$ cat src/hw/rtl/pe2x_pkg.sv
// ----------------------------------------------------------------------------
// pe2x_pkg: shared types and constants
// Register indexes, state encodings and the block job passed front to back.
// ----------------------------------------------------------------------------
package pe2x_pkg;

    localparam int PIX_W = 8;
    localparam int DIM_W = 11;
    localparam int TAP_W = 10;
    localparam int HSUM_W = 20;
    localparam int ACC_W = 32;

    // register indexes of the configuration port
    localparam logic [2:0] REG_WIDTH  = 3'd0;
    localparam logic [2:0] REG_HEIGHT = 3'd1;
    localparam logic [2:0] REG_TAP0   = 3'd2;
    localparam logic [2:0] REG_TAP1   = 3'd3;
    localparam logic [2:0] REG_TAP2   = 3'd4;
    localparam logic [2:0] REG_TAP3   = 3'd5;
    localparam logic [2:0] REG_TAP4   = 3'd6;

    typedef enum logic [1:0] {
        F_IDLE,
        F_READ,
        F_BLK1,
        F_BLK2
    } front_state_t;

    typedef enum logic [1:0] {
        BK_IDLE,
        BK_H,
        BK_O
    } back_state_t;

    // effective configuration
    typedef struct packed {
        logic [DIM_W-1:0]           width;
        logic [DIM_W-1:0]           height;
        logic [4:0][TAP_W-1:0]      tap;
    } cfg_t;

    // one 2x2 output block: source columns x-1, x, x+1 for three rows
    typedef struct packed {
        logic [2:0][PIX_W-1:0] a;
        logic [2:0][PIX_W-1:0] b;
        logic [2:0][PIX_W-1:0] d;
        logic [DIM_W-1:0]      x;
        logic [DIM_W-1:0]      row;
        logic                  last;
    } job_t;

endpackage

$ cat src/hw/rtl/pe2x_back.sv
// ----------------------------------------------------------------------------
// pe2x_back: block arithmetic
// Forms the horizontal sums row by row, then the four vertical sums, each
// rounded and saturated (zero on the border) into the output register.
// ----------------------------------------------------------------------------
module pe2x_back (
    input  logic                        aclk,
    input  logic                        aresetn,
    input  pe2x_pkg::cfg_t              cfg,
    input  logic                        job_valid,
    input  pe2x_pkg::job_t              job,
    output logic                        job_pop,
    output logic                        m_valid,
    input  logic                        m_ready,
    output logic [pe2x_pkg::PIX_W-1:0]  m_value,
    output logic [pe2x_pkg::DIM_W-1:0]  m_out_row,
    output logic [pe2x_pkg::DIM_W-1:0]  m_out_col,
    output logic                        m_last_of_run,
    output logic                        m_frame_done
);

    localparam int DW = pe2x_pkg::DIM_W;
    localparam int HW = pe2x_pkg::HSUM_W;
    localparam int AC = pe2x_pkg::ACC_W;

    pe2x_pkg::back_state_t st_reg, st_next;
    logic [1:0] i_reg, i_next, k_reg, k_next;
    logic [2:0][HW-1:0] he_reg, ho_reg;

    logic           mv_reg;
    logic [7:0]     val_reg;
    logic [DW-1:0]  row_reg, col_reg;
    logic           lr_reg, fd_reg;

    logic           load;
    logic [HW-1:0]  he_c, ho_c;
    logic [2:0][HW-1:0] s;
    logic [2:0][pe2x_pkg::TAP_W-1:0] wt;
    logic [AC-1:0]  acc;
    logic [AC:0]    rnd;
    logic [7:0]     sat;
    logic [DW:0]    row_w, col_w, row_lim, col_lim;
    logic           border, corner;

    // horizontal sums for source row i
    always_comb begin
        he_c = HW'(cfg.tap[0] * job.a[i_reg]) + HW'(cfg.tap[2] * job.b[i_reg])
             + HW'(cfg.tap[4] * job.d[i_reg]);
        ho_c = HW'(cfg.tap[1] * job.b[i_reg]) + HW'(cfg.tap[3] * job.d[i_reg]);
    end

    // vertical sum for output k: bit 0 odd column, bit 1 odd row
    always_comb begin
        s = k_reg[0] ? ho_reg : he_reg;
        if (k_reg[1]) wt = {cfg.tap[3], cfg.tap[1], pe2x_pkg::TAP_W'(0)};
        else          wt = {cfg.tap[4], cfg.tap[2], cfg.tap[0]};
        acc = AC'(wt[0]) * AC'(s[0]) + AC'(wt[1]) * AC'(s[1]) + AC'(wt[2]) * AC'(s[2]);
        rnd = {1'b0, acc} + (AC+1)'(32768);
        sat = (rnd[AC:16] > (AC-15)'(255)) ? 8'hFF : rnd[23:16];
        row_w = {job.row, 1'b0} - (DW+1)'(2) + (DW+1)'(k_reg[1]);
        col_w = {job.x, 1'b0} + (DW+1)'(k_reg[0]);
        row_lim = {cfg.height, 1'b0} - (DW+1)'(1);
        col_lim = {cfg.width, 1'b0} - (DW+1)'(1);
        corner = (row_w == row_lim) && (col_w == col_lim);
        border = (row_w == '0) || (row_w == row_lim) || (col_w == '0) || (col_w == col_lim);
    end

    assign load = (st_reg == pe2x_pkg::BK_O) && (!mv_reg || m_ready);

    // sequencer
    always_comb begin
        st_next = st_reg;
        i_next  = i_reg;
        k_next  = k_reg;
        job_pop = 1'b0;
        unique case (st_reg)
            pe2x_pkg::BK_IDLE: begin
                i_next = 2'd0;
                if (job_valid) st_next = pe2x_pkg::BK_H;
            end
            pe2x_pkg::BK_H: begin
                i_next = i_reg + 2'd1;
                k_next = 2'd0;
                if (i_reg == 2'd2) st_next = pe2x_pkg::BK_O;
            end
            pe2x_pkg::BK_O: begin
                if (load) begin
                    k_next = k_reg + 2'd1;
                    if (k_reg == 2'd3) begin
                        job_pop = 1'b1;
                        st_next = pe2x_pkg::BK_IDLE;
                    end
                end
            end
            default: st_next = pe2x_pkg::BK_IDLE;
        endcase
    end

    always_ff @(posedge aclk) begin
        if (!aresetn) begin
            st_reg <= pe2x_pkg::BK_IDLE;
            i_reg  <= 2'd0;
            k_reg  <= 2'd0;
            mv_reg <= 1'b0;
        end else begin
            st_reg <= st_next;
            i_reg  <= i_next;
            k_reg  <= k_next;
            if (load)         mv_reg <= 1'b1;
            else if (m_ready) mv_reg <= 1'b0;
        end
    end

    // sum registers and output register
    always_ff @(posedge aclk) begin
        if (st_reg == pe2x_pkg::BK_H) begin
            he_reg[i_reg] <= he_c;
            ho_reg[i_reg] <= ho_c;
        end
        if (load) begin
            val_reg <= border ? 8'd0 : sat;
            row_reg <= row_w[DW-1:0];
            col_reg <= col_w[DW-1:0];
            lr_reg  <= job.last && (k_reg == 2'd3);
            fd_reg  <= corner;
        end
    end

    assign m_valid       = mv_reg;
    assign m_value       = val_reg;
    assign m_out_row     = row_reg;
    assign m_out_col     = col_reg;
    assign m_last_of_run = lr_reg;
    assign m_frame_done  = fd_reg;

endmodule

$ cat config.mk
export PLATFORM = sky130hd
export DESIGN_NAME = pe2x_back
export DESIGN_NICKNAME = d
export VERILOG_FILES = /design/src/hw/rtl/pe2x_pkg.sv /design/src/hw/rtl/pe2x_back.sv
export SDC_FILE = /design/constraint.sdc
export NUM_CORES = 2
export LEC_CHECK = 0
export BUFFER_PORTS_ARGS = -buffer_cell sky130_fd_sc_hd__buf_2
export CAP_MARGIN = 20
export CORE_MARGIN = 2
export CORE_UTILIZATION = 40
export DETAILED_ROUTE_END_ITERATION = 16
export SETUP_SLACK_MARGIN = 0.05
export SLEW_MARGIN = 20
export SYNTH_ARGS = -nofsm -noshare
export SYNTH_HDL_FRONTEND = slang
export SYNTH_SLANG_ARGS = --single-unit
$ cat constraint.sdc
create_clock -name aclk -period 10.6 [get_ports aclk]
set_input_delay 0 -clock aclk [delete_from_list [all_inputs] [get_ports aclk]]
set_output_delay 0 -clock aclk [all_outputs]
set_load 0.05 [all_outputs]
## Yosys cells after proc, flatten, opt, wreduce, memory -nomap -nowiden

Cells that the tools add are included.

| word-level totals | value |
|---|---|
| register bits after elaboration | 159 |
| output and inout bits | 34 |

| operators by class | value |
|---|---|
| $add $sub $neg | 13 |
| multiply operators | 8 |
| order comparisons | 3 |
| eq/ne operators | 10 |
| multiplexer cells | 26 |
| reduce and logical (&&, ||, !) cells | 17 |

Operator list:

| kind | count |
|---|---|
| bitwise mux 60 bit | 2 |
| multiplier 10 x 20 -> 30 bit | 3 |
| multiplier 10 x 8 -> 18 bit | 5 |
| two-way mux 60 bit | 1 |
| binary-select mux 8 bit (select 2 bit) | 3 |
| demux 20 bit (select 2 bit) | 1 |
| adder 18 x 18 -> 19 bit | 2 |
| adder 32 x 16 -> 33 bit, second input constant | 1 |
| adder 31 x 30 -> 32 bit | 1 |
| two-way mux 8 bit | 4 |
| adder 30 x 30 -> 31 bit | 1 |
| two-way mux 30 bit | 1 |
| adder 12 x 1 -> 12 bit | 2 |
| equality test 12 bit | 2 |
| zero test 12 bit | 2 |
| subtractor 12 x 1 -> 12 bit, second input constant | 2 |
| adder 19 x 18 -> 20 bit | 1 |
| two-way mux 20 bit | 1 |
| > comparator 17 x 8 -> 1 bit, second input constant | 1 |
| subtractor 12 x 2 -> 12 bit, second input constant | 1 |
| two-way mux 2 bit | 5 |
| one-hot mux 2 bit (2 select lines) | 2 |
| equality test 2 bit, second input constant | 3 |
| inequality test 2 bit, second input constant | 3 |
| other kinds (14) | 27 |

## Longest topological paths before layout

| depth | value |
|---|---|
| depth after elaboration | 7 |
| depth in mapped cells | 30 |
| mapped depth without buffers | 26 |

## Worst setup path after synthesis

No wires, ideal clock.

| path | value |
|---|---|
| kind | reg-to-reg |
| from | register k_reg[0] |
| to | register val_reg[0] (netlist: m_value[0]) (data pin) |
| setup time | 0.281 ns |
| data arrival time | 8.504 ns |
| required time | 10.319 ns |
| setup slack | 1.815 ns |
| stages on the path, launching flop included | 28 |
| cells stage by stage | dfxtp_1 > buf_2 > clkbuf_1 > clkbuf_1 > buf_1 > mux2i_1 > nor2_1 > fa_1 > fa_1 > inv_1 > fa_1 > fa_1 > inv_1 > fa_1 > fa_1 > fa_1 > inv_1 > fa_1 > inv_1 > ha_1 > a21oi_1 > o21ai_1 > nor4_4 > nor3_1 > o311a_1 > or3_4 > a311oi_4 > a31oi_1 |

| between the ends | value |
|---|---|
| cells in the longest elaborated chain, start to end | 7 |

RTL lines:

| element | RTL line | RTL |
|---|---|---|
| start: declaration | pe2x_back.sv:27 | `logic [1:0] i_reg, i_next, k_reg, k_next;` |
| start signal: assignment | pe2x_back.sv:108 | `k_reg <= k_next;` |
| two-way mux 60 bit | pe2x_back.sv:54 | `s = k_reg[0] ? ho_reg : he_reg;` |
| multiplier 10 x 20 -> 30 bit | pe2x_back.sv:57 | `acc = AC'(wt[0]) * AC'(s[0]) + AC'(wt[1]) * AC'(s[1]) + AC'(wt[2]) * AC'(s[2]);` |
| adder 30 x 30 -> 31 bit | pe2x_back.sv:57 |  |
| adder 31 x 30 -> 32 bit | pe2x_back.sv:57 |  |
| adder 32 x 16 -> 33 bit | pe2x_back.sv:58 | `rnd = {1'b0, acc} + (AC+1)'(32768);` |
| > comparator 17 x 8 -> 1 bit | pe2x_back.sv:59 | `sat = (rnd[AC:16] > (AC-15)'(255)) ? 8'hFF : rnd[23:16];` |
| two-way mux 8 bit | pe2x_back.sv:59 |  |
| end signal: assignment | pe2x_back.sv:121 | `val_reg <= border ? 8'd0 : sat;` |
| end: declaration | pe2x_back.sv:31 | `logic [7:0] val_reg;` |

Parallel ways exist; a longest one is shown, timed or not.
A chain may end at the register's enable or synchronous reset.

## Final worst setup path

| path | value |
|---|---|
| from | register k_reg[1] |
| to | register val_reg[1] (netlist: m_value[1]) (data pin) |

| between the ends | value |
|---|---|
| cells in the longest elaborated chain, start to end | 7 |

RTL lines:

| element | RTL line | RTL |
|---|---|---|
| two-way mux 30 bit | pe2x_back.sv:55 | `if (k_reg[1]) wt = {cfg.tap[3], cfg.tap[1], pe2x_pkg::TAP_W'(0)};` |
| multiplier 10 x 20 -> 30 bit | pe2x_back.sv:57 |  |
| adder 30 x 30 -> 31 bit | pe2x_back.sv:57 |  |
| adder 31 x 30 -> 32 bit | pe2x_back.sv:57 |  |
| adder 32 x 16 -> 33 bit | pe2x_back.sv:58 |  |
| > comparator 17 x 8 -> 1 bit | pe2x_back.sv:59 |  |
| two-way mux 8 bit | pe2x_back.sv:59 |  |

Parallel ways exist; a longest one is shown, timed or not.

==> impl_metrics.json <==
{
  "gp_congestion": 1.02,
  "die-area_sq_mm": 0.103,
  "required_ns": 10.80,
  "initial_utilization_pct": 40.2,
  "post_drt_via_cell_ratio": 5.06,
  "holdPathStages": 3,
  "tightest_slew_ns": 1.06,
  "skew_ns": 0.0276,
  "setup_viol": 0,
  "ff2ff_path_depth": 24,
  "placed_cells": 5656,
  "r2r-start": "k_reg[1]",
  "netlist_instances": 4227,
  "synth.top_cells.by_area": "fa_1 44%, edfxtp_1 11%, ha_1 11%",
  "core-area_sq_mm": 0.0996,
  "wl_per_cell_microns": 20.7,
  "tritoncts": "built",
  "drtAntennaViolNets": 0,
  "ys_types": 67,
  "max_cap_viol_count": 0,
  "slew_headroom_pct": 28.8,
  "cts_max_level": 4,
  "tns_ns": 0,
  "synth_edf_count": 149,
  "first_global_vias": 31782,
  "cts_buffers": 17,
  "synth_top_area_share_pct": 43.5,
  "rrSetupSlack_ns": 1.14,
  "drive_above_1_share_pct": 9.10,
  "endpoint_kind": "flop",
  "io_buffers": 204,
  "cts.clk_slew.worst_paths_ns": 0.08,
  "finalCritPeriodShare_pct": 89.3,
  "ys_seq_elements": 156,
  "multi_input_area_sq_mm": 0.0310,
  "pin_count": 205,
  "vias": 28940,
  "drt_pass1_iterations": 5,
  "cts-root-buf": "clkbuf_16",
  "status": "completed",
  "dp_hpwl_microns": 101000,
  "postCtsResizedCells": 0,
  "fillers": 9801,
  "grt_pass1_wl_microns": 188000,
  "area_growth_pct": 8.93,
  "hold_end": "m_out_row[4]",
  "die_h_microns": 320,
  "grt_overflow": 0,
  "regArea_sq_mm": 0.00462,
  "antenna_found_initial": 14,
  "synth_ff_type": "edfxtp_1",
  "yosysTopAreaCell": "fa_1",
  "drc_errors": 0,
  "postLayoutCoreUtil_pct": 43.8,
  "drv_slew": 0,
  "path_max_fanout": 24,
  "layout.cells.non_filler": 5720,
  "fp.dieW_microns": 320,
  "post-cts-setup-buffer-count": 0,
  "hold_ws_ns": 0.0531,
  "drt-initial-drc-count": 2022,
  "syn-num-nets": 5610,
  "synth_warnings": 0,
  "clk-insertion-delay-late_ns": 0.49,
  "arrival_ns": 9.66,
  "min_path_type": "in2reg",
  "num_rows": 116,
  "largest_reg_flops": 60,
  "timing.fmax_ghz": 0.106,
  "cts_buffer_depth": 2,
  "start_kind": "flop",
  "r2r_end": "m_value[1]",
  "avgSynthCellArea_sq_um": 9.47,
  "path_class": "reg2reg",
  "drt-total-wl_microns": 119000,
  "async_flop_share_pct": 0,
  "grt_max_degree": 48,
  "hold_path.startpoint": "job[2]",
  "clock_sinks": 156,
  "fin_crit_ns": 9.46,
  "timing_hold_violations_final": 0,
  "track_usage_pct": 24.3,
  "nNetsFinal": 5786,
  "rsz0062_at_grt": "no",
  "synth.yosys.seq_area_share_pct": 11.5,
  "syn-cell-area_sq_mm": 0.0400
}
## worst max-delay path: stages, from the launching register on
cell and delay [ns]:
dfxtp_2 0.68, clkinv_1 0.47, nand2_1 0.75, nor2_1 0.16, fa_1 0.55, fa_1 0.56, inv_1 0.06, fa_1 0.49
fa_1 0.52, inv_1 0.05, fa_1 0.55, fa_1 0.42, fa_1 0.51, inv_1 0.05, fa_1 0.47, inv_1 0.04
ha_1 0.29, a21oi_1 0.30, a21oi_1 0.13, a21oi_1 0.51, nor4_2 0.14, a211oi_1 0.46, mux2_1 0.42, a311oi_4 0.45
a31oi_1 0.14
## synth_stat cells, types with 17 or more instances
| library cell | count |
|---|---|
| and2_1 | 226 |
| buf_1 | 26 |
| o21ai_0 | 32 |
| mux2_2 | 73 |
| ha_1 | 342 |
| fa_1 | 870 |
| nand3_1 | 18 |
| nand2_1 | 581 |
| xor2_1 | 26 |
| a31oi_1 | 17 |
| inv_1 | 1043 |
| a21oi_1 | 50 |
| nor3_1 | 18 |
| mux2i_1 | 95 |
| xnor2_1 | 54 |
| nor2b_1 | 18 |
| nor2_1 | 310 |
| clkbuf_1 | 111 |
| edfxtp_1 | 149 |
## placed cells by master, fill, tap and decap left out, types with 16 or more instances in the layout
master / count
a21o_1: 16
a21oi_1: 50
a31oi_1: 17
and2_1: 223
buf_2: 204
buf_4: 65
clkbuf_16: 17
dlygate4sd3_1: 23
edfxtp_1: 149
fa_1: 870
ha_1: 342
inv_1: 1043
mux2_2: 73
mux2i_1: 94
nand2_1: 581
nand3_1: 18
nor2_1: 309
nor2b_1: 18
nor3_1: 18
o21ai_0: 16
o21ai_1: 22
xnor2_1: 54
xor2_1: 26
## repair_timing
item,CTS,global route
hold buffers,23,0
setup endpoints to repair,0,0
endpoints found under the hold margin,27,0
## kinds of logic after synthesis
kind of cell	Yosys count	share of synthesized area, %
AO/OA/AOI/OAI	190	3.08
AND/OR/NAND/NOR	1236	13.8
flip-flops	156	11.5
buffers and inverters	1183	11.1
adder cells (fa/ha/maj)	1212	54.2
multiplexers	170	4.52
XOR/XNOR	80	1.75
## metal layers
| layer | up-vias | global-route usage [%] | wire length (microns) |
|---|---|---|---|
| li1 | 12963 | - | - |
| met1 | 14887 | 32.0 | 49100 |
| met2 | 908 | 41.2 | 57400 |
| met3 | 172 | 3.26 | 7570 |
| met4 | 10 | 8.60 | 4460 |
| met5 | - | 0 | 69 |
## area by class of cell
class | count | share of cell area (%)
Timing Repair Buffer | 296 | 4.18
Sequential cell | 156 | 10.6
Clock buffer | 17 | 0.976
Clock inverter | 15 | 0.388
Multi-Input combinational cell | 2888 | 71.1
Inverter | 1044 | 8.99
Antenna cell | 6 | 0.0345
Tap cell | 1298 | 3.73
## through the flow
stage	setup WS, ns	cell area [sq um]
2_1_floorplan	1.82	40000
3_3_place_gp	1.15	42700
4_1_cts	1.06	43500
5_1_grt	0.661	43600
3_5_place_dp	1.06	42700
6_report	1.14	43600
## how the worst max path moves through the flow
stage / startpoint / endpoint / slack (ns)
2_1_floorplan: k_reg[0] / m_value[0] / 1.82
3_3_place_gp: k_reg[1] / m_value[7] / 1.15
3_5_place_dp: k_reg[1] / m_value[4] / 1.06
4_1_cts: k_reg[1] / m_value[1] / 1.06
5_1_grt: k_reg[1] / m_value[7] / 0.66
6_report: k_reg[1] / m_value[1] / 1.14
Power is not shown: default switching activity piles up to over one toggle a cycle in this logic, so the estimate is an artifact.
