==> src/hw/rtl/pe2x_pkg.sv <==
// ----------------------------------------------------------------------------
// pe2x_pkg: shared types and constants
// Register indexes, state encodings and the block job passed front to back.
// ----------------------------------------------------------------------------
package pe2x_pkg;

    localparam int PIX_W = 8;
    localparam int DIM_W = 11;
    localparam int TAP_W = 10;
    localparam int HSUM_W = 20;
    localparam int ACC_W = 32;

    // register indexes of the configuration port
    localparam logic [2:0] REG_WIDTH  = 3'd0;
    localparam logic [2:0] REG_HEIGHT = 3'd1;
    localparam logic [2:0] REG_TAP0   = 3'd2;
    localparam logic [2:0] REG_TAP1   = 3'd3;
    localparam logic [2:0] REG_TAP2   = 3'd4;
    localparam logic [2:0] REG_TAP3   = 3'd5;
    localparam logic [2:0] REG_TAP4   = 3'd6;

    typedef enum logic [1:0] {
        F_IDLE,
        F_READ,
        F_BLK1,
        F_BLK2
    } front_state_t;

    typedef enum logic [1:0] {
        BK_IDLE,
        BK_H,
        BK_O
    } back_state_t;

    // effective configuration
    typedef struct packed {
        logic [DIM_W-1:0]           width;
        logic [DIM_W-1:0]           height;
        logic [4:0][TAP_W-1:0]      tap;
    } cfg_t;

    // one 2x2 output block: source columns x-1, x, x+1 for three rows
    typedef struct packed {
        logic [2:0][PIX_W-1:0] a;
        logic [2:0][PIX_W-1:0] b;
        logic [2:0][PIX_W-1:0] d;
        logic [DIM_W-1:0]      x;
        logic [DIM_W-1:0]      row;
        logic                  last;
    } job_t;

endpackage

==> src/hw/rtl/pe2x_queue.sv <==
// ----------------------------------------------------------------------------
// pe2x_queue: two-entry job queue
// Decouples item intake from the arithmetic back end.
// ----------------------------------------------------------------------------
module pe2x_queue (
    input  logic            aclk,
    input  logic            aresetn,
    input  logic            push_valid,
    output logic            push_ready,
    input  pe2x_pkg::job_t  push_job,
    output logic            pop_valid,
    input  logic            pop,
    output pe2x_pkg::job_t  head
);

    pe2x_pkg::job_t mem_reg [2];
    logic       wptr_reg, rptr_reg;
    logic [1:0] cnt_reg;
    logic       do_push, do_pop;

    assign push_ready = (cnt_reg != 2'd2);
    assign pop_valid  = (cnt_reg != 2'd0);
    assign head       = mem_reg[rptr_reg];
    assign do_push    = push_valid && push_ready;
    assign do_pop     = pop && pop_valid;

    always_ff @(posedge aclk) begin
        if (do_push) mem_reg[wptr_reg] <= push_job;
    end

    always_ff @(posedge aclk) begin
        if (!aresetn) begin
            wptr_reg <= 1'b0;
            rptr_reg <= 1'b0;
            cnt_reg  <= 2'd0;
        end else begin
            if (do_push) wptr_reg <= !wptr_reg;
            if (do_pop)  rptr_reg <= !rptr_reg;
            cnt_reg <= cnt_reg + 2'(do_push) - 2'(do_pop);
        end
    end

endmodule

==> config.mk <==
export PLATFORM = sky130hd
export DESIGN_NAME = pe2x_queue
export DESIGN_NICKNAME = d
export VERILOG_FILES = /design/src/hw/rtl/pe2x_pkg.sv /design/src/hw/rtl/pe2x_queue.sv
export SDC_FILE = /design/constraint.sdc
export NUM_CORES = 1
export LEC_CHECK = 0
export BUFFER_PORTS_ARGS = -buffer_cell sky130_fd_sc_hd__buf_2
export CAP_MARGIN = 40
export CORE_MARGIN = 3
export CORE_UTILIZATION = 30
export DETAILED_ROUTE_END_ITERATION = 10
export HOLD_SLACK_MARGIN = 0.06
export PLACE_DENSITY = 0.51
export SLEW_MARGIN = 20
export SYNTH_ARGS = -nofsm -noshare
export SYNTH_HDL_FRONTEND = slang
export SYNTH_SLANG_ARGS = --single-unit
==> constraint.sdc <==
create_clock -name aclk -period 3.21 [get_ports aclk]
set_input_delay 0.321 -clock aclk [delete_from_list [all_inputs] [get_ports aclk]]
set_output_delay 0.321 -clock aclk [all_outputs]
set_load 0.02 [all_outputs]
# Yosys cells after proc, flatten, opt, wreduce, memory -nomap -nowiden
# Memories as Yosys holds them, arrays and structs flattened. A register that Yosys moved wholly into a read port is not among the register bits.
# Cells that the tools add are included.
[totals]
ramBits = 190
output_inout_bits = 97
ff_bits = 4
n_memories = 1
input_bits = 99
word_cells = 16
[mem_list]
columns = ["memory", "words", "width", "read_ports", "rd_clocked_by_memory_dff", "wr", "line_no", "source"]
rows = [
  ["mem_reg", 2, 95, 1, 1, 1, "pe2x_queue.sv:16", "pe2x_pkg::job_t mem_reg [2];"],
]
[op_classes]
n_reduce_logical = 5
mux = 4
n_addsub = 2
eq_ne = 1
[op_table]
columns = ["op", "count"]
rows = [
  ["1-bit 2-to-1 mux", 4],
  ["2-bit by 1-bit adder with 2-bit output", 1],
  ["1-bit logical AND", 2],
  ["1-bit logical NOT", 2],
  ["2-bit inequality test (second input constant)", 1],
  ["2-bit nonzero test", 1],
  ["2-bit by 1-bit subtractor with 2-bit output", 1],
]

# Longest topological paths before layout
# Gate-level depths: netlist of the first run.
[logic_depth]
ltp_word = 4
ltp_mapped = 6
mapped_depth_nobuf = 6

# Worst setup path before layout of the first run
# OpenSTA, ideal clock, no wires.
[synth_path]
kind = "register to register"
start = "reg cnt_reg[0]"
end = "mem mem_reg[1][0] (netlist bit) (enable)"
synth_period_minus_slack_ns = 3.438
t_arrival_ns = 2.973
path_buffers = 0
path_stages_with_launch = 3
t_required_ns = 2.745
setup_slack_ns = -0.228
path_cell_list = "dfxtp_1 > nand2b_1 > and3_1"
[synth_via]
elab_chain_len = 4
[synth_lines]
columns = ["item", "line_no", "source"]
rows = [
  ["from (decl)", "pe2x_queue.sv:18", "logic [1:0] cnt_reg;"],
  ["from (signal assigned)", "pe2x_queue.sv:39", "cnt_reg <= cnt_reg + 2'(do_push) - 2'(do_pop);"],
  ["2-bit inequality test", "pe2x_queue.sv:21", "assign push_ready = (cnt_reg != 2'd2);"],
  ["named net push_ready", "pe2x_queue.sv:9", "output logic push_ready,"],
  ["1-bit logical AND", "pe2x_queue.sv:24", "assign do_push = push_valid && push_ready;"],
  ["1-bit 2-to-1 mux", "pe2x_queue.sv:28", "if (do_push) mem_reg[wptr_reg] <= push_job;"],
  ["1-bit 2-to-1 mux (not written as such)", "pe2x_queue.sv:28", ""],
  ["to (decl)", "pe2x_queue.sv:16", ""],
]
# The timed path passes the listed nets, and every way through them passes these cells.

==> metrics.md, run 1 <==
| Metric | Value |
|---|---|
| Outcome | finished, final reports clean |
| Fin crit share | 0.7525 |
| Leakage | 3.786 nW |
| Vias in the first global route | 4344 |
| RePlAce Congestion | 0.6919 |
| Fraction of layout instances using a drive strength above 1 | 0.5446 |
| Die area | 26370 sq um |
| P&R area growth vs syn | 35.99% |
| #FFs+latches synth | around 200 |
| Total CTS buffers | 17 |
| Crit path cell chain | buf_4 -> mux2_2 -> buf_2 |
| Fin. Hold Viols | 0 |
| CTS resizes | 0 |
| Post-synth top area share | 0.7778 |
| Synthesized Nets | approximately 430 |
| CTS Buffer Depth | 2 |
| Max_slew headroom | 0.5366 |
| Power Total | 6.999 mW |
| Register Area | 5809 sq um |
| Clock root buffer | clkbuf_16 |
| Routed vias/inst | roughly 4.2 |
| Largest net degree at the start of global routing | 49 |
| Antenna diodes | 0 |
| Met3 WL post-DR | around 1.2 mm |
| Die height | 162.4 microns |
| Mean post-synth cell area | 22.50 sq um |
| Number of fill cells | 2140 |
| Largest family of logic cells by synthesized area | multiplexers |
| # clock sinks | 195 |
| Netlist cell types | 26 |
| Slowest-stage cell, CP | dfxtp_4 |
| Final ANT Viol Nets | 0 |
| Final WL | 14.92 mm |
| Number of synthesized flops with an enable pin | 190 |
| DP Wirelength | 9.724 mm |
| Synth Area in Compound Gates | 0.005970 |
| Vias | between 3000 and 4000 |
| Starting density of the core | 0.3088 |
| Worst hold path class | in2reg |
| Critical Path Start Type | flop |
| Initial antenna violation count | 0 |
| Max Used Layer | met4 |
| Maxcap violations | 0 |
| WS Path Type | reg2out |
| Asr flop ratio synth | 0 |
| Unrepaired setup endpoints after global routing | no |
| FMAX | 0.4140 GHz |
| Syn Inst Count | 326 |
| Grt ovf | 0 |
| Dominant cells by area after synthesis | edfxtp_1, mux2_4, mux2_2 |
| Worst-Margin Slew | a little under 0.7 ns |
| PD cells | 701.6 nW/um^2 |
| Final setup fails | 0 |
| CTS tree | built |
| Clock Skew | 0.009058 ns |
| Post-synthesis adder-cell area fraction | 0.001706 |
| Wire length per cell | 15.94 microns |
| Max incr delay on CP | 0.81 ns |
| # IOs | 196 |
| Worst setup EP type | primary output |
| Worst Path Required | 2.89 ns |
| Worst-path clk slew | around 0.070 ns |
| Clock latency on the worst-skew pair | 0.43 ns |
| First-pass GRT wire length | 23.07 mm |
| DR WL met2 | 7.410 mm |
| Post-CTS Setup Inserts | 0 |
| Post-synth design cell area | 7336 sq um |
| Hold WS | a little over 0.09 ns |
| Mux cell area share after synthesis | 0.1714 |
| Simple-gate share of the synthesized area | 0.01330 |
| Synth area leader | edfxtp_1 |
| CORE AREA | 23750 sq um |
| Synth cell count leaders | edfxtp_1, mux2_4, mux2_2 |
| IO Port Bufs | 195 |
| Top-count cell post-synth | edfxtp_1 |
| Setup total negative slack | 0 ns |
| Xor/xnor share of the synthesized area | 0.001194 |
| Main synth FF type | edfxtp_1 |
| Max reg flops | 190 |
| Reg-to-reg slack, setup | 1.17 ns |
| Synth warn | 0 |
| Die X | 162.4 microns |
| Number of iterations in the first detailed-routing pass | 4 |
| Crit path DAT | 2.09 ns |
| Slew Limit Fails | 0 |
| H-Tree Depth | 4 |
| Period minus WS final | 2.415 ns |
| Drt first-iter violations | around 180 |
| Area of the multi-input gates | 1425 sq um |
| Post-synthesis sequential area ratio | 0.7914 |
| Layout Nets | 705 |
| GRT Overall Usage | 0.1141 |
| CP Max Fanout | 40 |
| Core Rows | 56 |
| # DRC | 0 |
| Largest vdd supply drop | 0.3088 mV |
| Routed length on met1 | 6.171 mm |
## worst paths after layout
check | from | end | cells after the start
worst max-delay path | flop | head[0] | 3
worst min-delay path | push_job[66] | mem_reg[0][66] | 1
worst max register to register | cnt_reg[0] | mem_reg[0][46] | 4
worst min register to register | rptr_reg | flop | 2
## power breakdown
group	internal [mW]	switching [mW]
logic	0.779	0.907
registers	3.09	0.131
clock network	1.10	0.995
total	4.97	2.03
## final cells by class
cell class              count  share of cell area
flip-flops and latches    195              0.5823
repair buffers            271              0.1758
multi-input cells         118              0.1429
clock buffers              18             0.04302
well taps                 319             0.04001
clock inverters            13             0.01493
inverters                   2            0.001003
## critical path, delay by kind of cell (launching register included)
family                 cells  cell delay (ns)
DFF                        1             0.81
muxes                      1             0.35
buffers and inverters      2             0.49
## stage by stage
step,std cells,util,area [sq um],setup slack [ns]
2_1_floorplan,326,-,7337,0.1070
3_3_place_gp,837,0.3670,8717,1.220
3_5_place_dp,837,0.3670,8717,1.148
4_1_cts,936,0.4200,9976,0.7385
5_1_grt,936,0.4200,9976,0.7010
6_report,936,0.4200,9976,0.7945
## cell families (layout without fill, tap and decap cells)
family                   after synthesis  count (layout)
buffers and inverters                 13             304
flip-flops                           195             195
multiplexers                          95              95
AND/OR/NAND/NOR                       15              15
AO/OA/AOI/OAI                          6               6
adder cells (fa/ha/maj)                1               1
XOR/XNOR                               1               1
## what timing repair did
action / 4_1_cts / 5_1_grt
hold buffers: 68 / 0
endpoints found under the hold margin: 132 / 0
endpoints found under the setup margin: 0 / 0
## metal layers
layer	vias to the layer above	global-route usage
met5	-	0
met1	1963	0.1330
met2	126	0.1971
met3	14	0.04095
met4	0	0.03606
li1	1850	-
## cells in the final DEF (no fill, tap or decap), drive strengths merged, types with 2 or more instances in the layout
| master | n |
|---|---|
| o21ai | 2 |
| nor2 | 4 |
| dfxtp | 5 |
| edfxtp | 190 |
| and3 | 2 |
| clkinvlp | 3 |
| inv | 6 |
| mux2 | 95 |
| clkinv | 5 |
| dlygate4sd3 | 68 |
| buf | 203 |
| clkbuf | 18 |
Note: power is estimated with default switching activity, not from simulation.
==> run 2, diff against run 1 <==
- ABC_AREA: default -> 1
- clock period: 3.21 -> 2.1 ns (I/O delays scaled with it)
==> run 2 against run 1 <==
Effect of this change: sequential power increased by 58%; clock skew decreased by 0.0017 ns; design area increased by 2.6%; hold slack improved by 0.11 ns; worst setup slack got worse by 0.65 ns; total power increased by 65%; core utilization increased by 1.2 points; sequential share of layout area decreased by 1.5 points; global-route usage about the same; routed wire length decreased by 1.2%; register-to-register slack got worse by 0.66 ns; clock power increased by 51%.
==> metrics.md, run 2 <==
| Metric | Value |
|---|---|
| Maxcap violations | 0 (unchanged) |
| Most frequent cells in the layout | buf_2, edfxtp_1, dlygate4sd3_1, mux2_4, mux2_2 |
| Vias in the first global route | 4542 (+4.6%) |
| Hold WS | 0.2023 ns (+0.1101 ns) |
| Post-synthesis sequential area ratio | 0.7955 (+0.004070) |
| Period minus WS final | 1.959 ns |
| Synth cell count leaders | edfxtp_1, mux2_4, mux2_2 |
| Synth area leader | edfxtp_1 |
| Final WL | 14.74 mm (-1.2%) |
| Layout Nets | 737 (+4.5%) |
| Largest vdd supply drop | 0.4744 mV (+54%) |
| Die height | 162.0 microns (-0.25%) |
| Total CTS buffers | 17 (unchanged) |
| First-pass GRT wire length | 23.13 mm (+0.27%) |
| CORE AREA | 23680 sq um (-0.30%) |
| Share of power burned in combinational logic | 0.288 (+0.047) |
| Crit path cell chain | buf_12 -> mux2_2 -> buf_2 |
| IO Port Bufs | 195 (unchanged) |
| Net switching share of the total power | 0.3039 (+0.01340) |
| Netlist cell types | 14 (-46%) |
| Clock latency on the worst-skew pair | 0.42 ns (about the same) |
| #FFs+latches synth | 195 (unchanged) |
| Core Util, Final | 0.4323 (+0.01234) |
| Slew Limit Fails | 0 (unchanged) |
| Max reg flops | 190 (unchanged) |
| GRT Overall Usage | 0.1137 (-0.0004569) |
| Routed vias/inst | 4.162 (-1.5%) |
| Outcome | finished, final reports clean |
| FMAX | 0.5105 GHz |
| Max_slew headroom | 0.6845 (+0.1479) |
| CP Max Fanout | 66 (+65%) |
| Post-synth design cell area | 7298 sq um (-0.51%) |
| Max incr delay on CP | 0.41 ns (-0.40 ns) |
| Power Total | 11.56 mW (+65%) |
| PD cells | 1129 nW/um^2 (+61%) |
| # clock sinks | 195 (unchanged) |
| Fin. Hold Viols | 0 (unchanged) |
| Reg-to-reg slack, setup | 0.51 ns (-0.66 ns) |
| DP Wirelength | 9.376 mm (-3.6%) |
| Initial antenna violation count | 1 (+1) |
| Worst hold path class | in2reg |
| Pre-CTS setup slack | 0.5096 ns (-0.6385 ns) |
| RePlAce Congestion | 0.6817 (-1.5%) |
| Worst Path Required | 1.89 ns (-1.00 ns) |
| Vias | 4037 (+2.1%) |
| Number of iterations in the first detailed-routing pass | 4 (unchanged) |
| Asr flop ratio synth | 0 (unchanged) |
| Starting density of the core | 0.3082 (-0.0006712) |
| CTS Buffer Depth | 2 (unchanged) |
| Placed Cells | 841 (+0.48%) |
| Mean post-synth cell area | 21.98 sq um (-2.3%) |
| WP buf/inv | 2 (unchanged) |
| Top-count cell post-synth | edfxtp_1 |
| Fin crit share | 0.9329 |
| Die area | 26230 sq um (-0.50%) |
| Fraction of layout instances using a drive strength above 1 | 0.5138 (-0.03072) |
| Crit path DAT | 1.75 ns (-0.34 ns) |
| Clock Skew | 0.007368 ns (-0.001689 ns) |
| Setup ws final | 0.1410 ns (-0.6536 ns) |
| Number of synthesized flops with an enable pin | 190 (unchanged) |
| Final setup fails | 0 (unchanged) |
| Seq pwr share | 0.440 (-0.020) |
| Drt first-iter violations | 179 (+0.56%) |
| CTS tree | built |
| Clock share of power | 0.272 (-0.027) |
| Grt ovf | 0 (unchanged) |
| P_sw | 3.513 mW (+73%) |
| Wire length per cell | 15.20 microns (-4.6%) |
| Most common cell after layout, fill and taps aside | buf_2 |
| # IOs | 196 (unchanged) |
| Unrepaired setup endpoints after global routing | no |
| Leakage | 3.917 nW (+3.5%) |
| Main synth FF type | edfxtp_1 |
| Clock root buffer | clkbuf_16 |
| Largest net degree at the start of global routing | 72 (+47%) |
| Core Rows | 56 (unchanged) |
| WS Path Type | reg2out |
| Die X | 162.0 microns (-0.25%) |
| Synthesized Nets | 432 (+1.4%) |
| Worst-path clk slew | 0.07 ns (about the same) |
| Post-route insts no fill | 970 (+3.6%) |
| P_int | 8.048 mW (+62%) |
| P&R area growth vs syn | 40.29% |
| Critical Path Start Type | flop |
| Worst setup EP type | primary output |
| CP delay by family, top | buffers and inverters |
| H-Tree Depth | 4 (unchanged) |
| Worst-Margin Slew | 0.4733 ns (-0.2218 ns) |
| # DRC | 0 (unchanged) |
| Syn Inst Count | 332 (+1.8%) |
| Final ANT Viol Nets | 0 (unchanged) |
| Post-synth top area share | 0.7818 (+0.004000) |
| Slowest-stage cell, CP | mux2_2 |
| Dominant cells by area after synthesis | edfxtp_1, mux2_4, mux2_2 |
| Synth warn | 0 (unchanged) |
run 2: changes by cell type after synthesis, sizes merged, moves of 2 or more:
cell and change:
inv +5, nand2 +11, o21ai -2, nor2 +5
and3 -2
run 2: kinds of logic (layout without fill, tap and decap cells):
kind of cell               count (synthesis)  in the layout  synth area share
DFF                                      195            195            0.7955
muxes                                     95             95            0.1723
and+or+nand+nor                           21             21           0.01097
buffers and inverters                     18            336           0.01766
adders and majority gates                  1              1          0.001714
AOI/OAI and AO/OA                          1              1         0.0006851
xor gates and xnor gates                   1              1          0.001200
other                                      0              1                 0
run 2: through the flow:
step,TNS [ns],area [sq um]
4_1_cts,0,10240
6_report,0,10240
3_3_place_gp,0,8701
5_1_grt,0,10240
3_5_place_dp,0,8701
2_1_floorplan,-55.31,7330
run 2: layout make-up:
type,instances,area (sq um)
well taps,319,399.1
clock buffers,17,425.4
fillers,2152,13440
flip-flops and latches,195,5811
repair buffers,297,2032
clock inverters,15,148.9
multi-input cells,119,1394
inverters,7,26.28
diodes,1,2.502
run 2: power groups by stage:
stage	combinational, mW	clock (mW)	sequential [mW]
5_1_grt	3.57	3.43	5.13
3_5_place_dp	3.27	0	5.18
3_3_place_gp	3.24	0	5.14
2_1_floorplan	2.31	0	5.14
4_1_cts	3.42	3.26	5.09
6_report	3.33	3.15	5.08
run 2: worst register-to-register path, cell delays in order, from the launching register on:
cell and delay [ns]:
dfxtp_1 0.42, nor2_1 0.09, nor2_1 0.28, xnor2_1 0.17, ha_1 0.18, inv_1 0.04
nand2_1 0.05, nand2_1 0.06, a21oi_1 0.13, nor2_1 0.06
run 2: metal layers:
metal / vias to the layer above / track usage / part of all wire
met1: 2007 / 0.1260 / 0.41
met3: 6 / 0.04055 / 0.061
met5: - / 0 / 0
met4: 0 / 0.03141 / 0.0073
li1: 1900 / - / -
met2: 124 / 0.2063 / 0.52
run 2: path summary, 6_finish.rpt:
path / endpoint / start / cells after the start
setup / recovery: head[33] / flop / 3
hold / removal: wptr_reg / push_valid / 5
setup reg to reg: cnt_reg[1] / cnt_reg[1] / 9
hold reg to reg: rptr_reg / rptr_reg / 2
run 2: what timing repair did:
action,CTS,global route
gates resized for setup,0,0
endpoints found under the hold margin,195,0
buffers inserted,0,0
hold buffers,96,0
==> run 3, diff against run 2 <==
--- a/config.mk
+++ b/config.mk
@@ -10,2 +10,3 @@
 export CAP_MARGIN = 40
+export CORE_ASPECT_RATIO = 0.9
 export CORE_MARGIN = 3
@@ -15,3 +16,3 @@
 export PLACE_DENSITY = 0.51
-export SLEW_MARGIN = 20
+export SLEW_MARGIN = 30
 export SYNTH_ARGS = -nofsm -noshare
==> constraint.sdc (replaced) <==
create_clock -name aclk -period 2.1 [get_ports aclk]
set_input_delay 0 -clock aclk [delete_from_list [all_inputs] [get_ports aclk]]
set_output_delay 0 -clock aclk [all_outputs]
set_load 0.02 [all_outputs]
==> run 3 against run 2 <==
Effect of this change: sequential share of layout area decreased by 0.13 points; sequential power increased by 1%; non-clock buffer count increased by 2; clock skew about the same; worst setup slack improved by 0.054 ns; flip-flop and latch count unchanged; combinational power decreased by 2%; total power increased by 1.2%; routed wire length decreased by 0.23%; fmax increased by 2.8%; critical endpoint is now head[40].
==> metrics.md, run 3 (same netlist as run 2, synthesis figures left out) <==
| Metric | Value |
|---|---|
| Vias | 3999 (-0.94%) |
| Design area | 10260 sq um (+0.23%) |
| Setup total negative slack | 0 ns (unchanged) |
| Initial antenna violation count | 0 (-1) |
| Clock latency on the worst-skew pair | 0.42 ns (about the same) |
| Power Total | 11.70 mW (+1.2%) |
| Worst-Margin Slew | 0.5513 ns (+0.07806 ns) |
| Clock share of power | 0.281 (+0.009) |
| Largest vdd supply drop | 0.4766 mV (+0.46%) |
| Fin. Hold Viols | 0 (unchanged) |
| Clock root buffer | clkbuf_16 |
| IO Port Bufs | 195 (unchanged) |
| Die X | 170.4 microns (+5.2%) |
| # DRC | 0 (unchanged) |
| Net switching share of the total power | 0.3009 (-0.003002) |
| Fin crit share | 0.9073 (-0.02553) |
| Max_slew headroom | 0.6325 (-0.05204) |
| # clock sinks | 195 (unchanged) |
| Worst-path clk slew | 0.07 ns (about the same) |
| Most common cell after layout, fill and taps aside | buf_2 |
| DP Wirelength | 8.926 mm (-4.8%) |
| Max reg flops | 190 (unchanged) |
| Reg-to-reg slack, setup | 0.52 ns (about the same) |
| Final ANT Viol Nets | 0 (unchanged) |
| Slowest-stage cell, CP | dfxtp_4 |
| Register-to-Register Path Depth | 9 (unchanged) |
| Core Rows | 53 (-5.4%) |
| Reg2reg end | cnt_reg[1] |
| P_sw | 3.521 mW (+0.22%) |
| CTS tree | built |
| Hold Path Stages | 2 (-3) |
| Placed instance area | 8680 sq um (-0.24%) |
| Worst r2r src | cnt_reg[1] |
| WP buf/inv | 2 (unchanged) |
| CP delay by family, top | flip-flops |
| Period minus WS final | 1.905 ns (-0.05362 ns) |
| Worst hold path class | in2reg |
| Routed vias/inst | 4.192 (+0.72%) |
| Maxcap violations | 0 (unchanged) |
| PD cells | 1140 nW/um^2 (+0.99%) |
| Worst hold endpoint | mem_reg[0][29] |
| Grt ovf | 0 (unchanged) |
| Slew Limit Fails | 0 (unchanged) |
| Max incr delay on CP | 0.58 ns (+0.17 ns) |
| Leakage | 3.952 nW (+0.90%) |
| Most frequent cells in the layout | buf_2, edfxtp_1, dlygate4sd3_1, mux2_4, mux2_2 |
| Largest net degree at the start of global routing | 96 (+33%) |
| H-Tree Depth | 4 (unchanged) |
| RePlAce Congestion | 0.6940 (+1.8%) |
| Final setup fails | 0 (unchanged) |
| Share of power burned in combinational logic | 0.280 (-0.008) |
| P&R area growth vs syn | 40.61% |
| # IOs | 196 (unchanged) |
| Pre-CTS setup slack | 0.5300 ns (+0.02037 ns) |
| Layout Nets | 739 (+0.27%) |
| Clock Skew | 0.006906 ns (-0.0004619 ns) |
| Setup ws final | 0.1946 ns (+0.05362 ns) |
| Outcome | finished, final reports clean |
| Starting density of the core | 0.3091 (+0.0009800) |
| Unrepaired setup endpoints after global routing | no |
| First-pass GRT wire length | 22.47 mm (-2.9%) |
| Worst setup EP type | primary output |
| Crit path cell chain | buf_4 -> mux2_2 -> buf_2 |
| Fraction of layout instances using a drive strength above 1 | 0.5123 (-0.001576) |
| Worst Path Required | 2.10 ns (+0.21 ns) |
| Number of iterations in the first detailed-routing pass | 4 (unchanged) |
| Critical Path Start Type | flop |
| Die area | 26240 sq um (about the same) |
| Crit path DAT | 1.91 ns (+0.16 ns) |
| GRT Overall Usage | 0.1110 (-0.002639) |
| CTS Buffer Depth | 2 (unchanged) |
| Total CTS buffers | 17 (unchanged) |
| Seq pwr share | 0.438 (-0.002) |
| Die height | 154.0 microns (-4.9%) |
| Drt first-iter violations | 217 (+21%) |
| Vias in the first global route | 4416 (-2.8%) |
| CP Max Fanout | 21 (-68%) |
| FMAX | 0.5248 GHz (+2.8%) |
| WS Path Type | reg2out |
| Hold Path Origin | push_job[29] |
| Number of fill cells | 2117 (-1.6%) |
| Antenna diodes | 0 (-1) |
| P_int | 8.181 mW (+1.7%) |
| Wire length per cell | 15.42 microns (+1.4%) |
| CORE AREA | 23610 sq um (-0.32%) |
| Final WL | 14.71 mm (-0.23%) |
| Core Util, Final | 0.4347 (+0.002382) |
==> run 3: stage by stage <==
step | hold slack [ns] | instances
after floorplan | 0.09342 | 332
after global placement | 0.1886 | 824
after detailed placement | 0.1912 | 824
after CTS | 0.2630 | 954
after global routing | 0.2812 | 954
final | 0.2972 | 954
==> run 3: final cells by class <==
type / instances / area [sq um] / area share
tap: 302 / 377.9 / 0.03682
multi-input combinational: 119 / 1394 / 0.1358
inverter: 7 / 26.28 / 0.002560
timing repair buffer: 299 / 2052 / 0.2000
clock buffer: 18 / 429.2 / 0.04182
sequential: 195 / 5811 / 0.5662
clock inverter: 14 / 172.7 / 0.01683
==> run 3: worst max path at each step <==
stage          startpoint             end  slack (ns)  cells after the start
2_1_floorplan  cnt_reg[0]   mem_reg[1][0]       -0.31                      4
3_3_place_gp   cnt_reg[0]  mem_reg[0][77]        0.61                      5
3_5_place_dp   cnt_reg[1]      cnt_reg[1]        0.53                     10
4_1_cts              flop        head[40]        0.14                      3
5_1_grt              flop        head[40]        0.09                      3
6_report             flop        head[40]        0.19                      3
==> run 3: layer usage <==
layer,track usage,part of all wire,routed length (microns),vias to the layer above
met5,0,0,0,-
met4,0.03051,0.0096,141,0
met3,0.03650,0.052,759,9
met2,0.1975,0.51,7551,122
met1,0.1280,0.43,6256,1961
li1,-,-,-,1907
==> run 3: repair_timing <==
item / 4_1_cts / 5_1_grt
hold buffers: 98 / 0
endpoints found under the hold margin: 195 / 0
buffers inserted: 0 / 0
resized for setup: 0 / 0
==> run 3: power groups by stage <==
stage          Clock, mW  Combinational [mW]  Sequential (mW)
2_1_floorplan          0                2.31             5.14
3_3_place_gp           0                3.18             5.19
3_5_place_dp           0                3.21             5.23
4_1_cts             3.42                3.36             5.14
5_1_grt             3.58                3.52             5.19
6_report            3.29                3.28             5.13
==> run 3: worst reg2reg max path: stages, from the launching register on <==
cell     delay [ns]
dfxtp_1        0.43
nor2_1         0.09
nor2_1         0.28
xnor2_1        0.17
ha_1           0.18
inv_1          0.04
nand2_1        0.05
nand2_1        0.07
a21oi_1        0.12
nor2_1         0.06
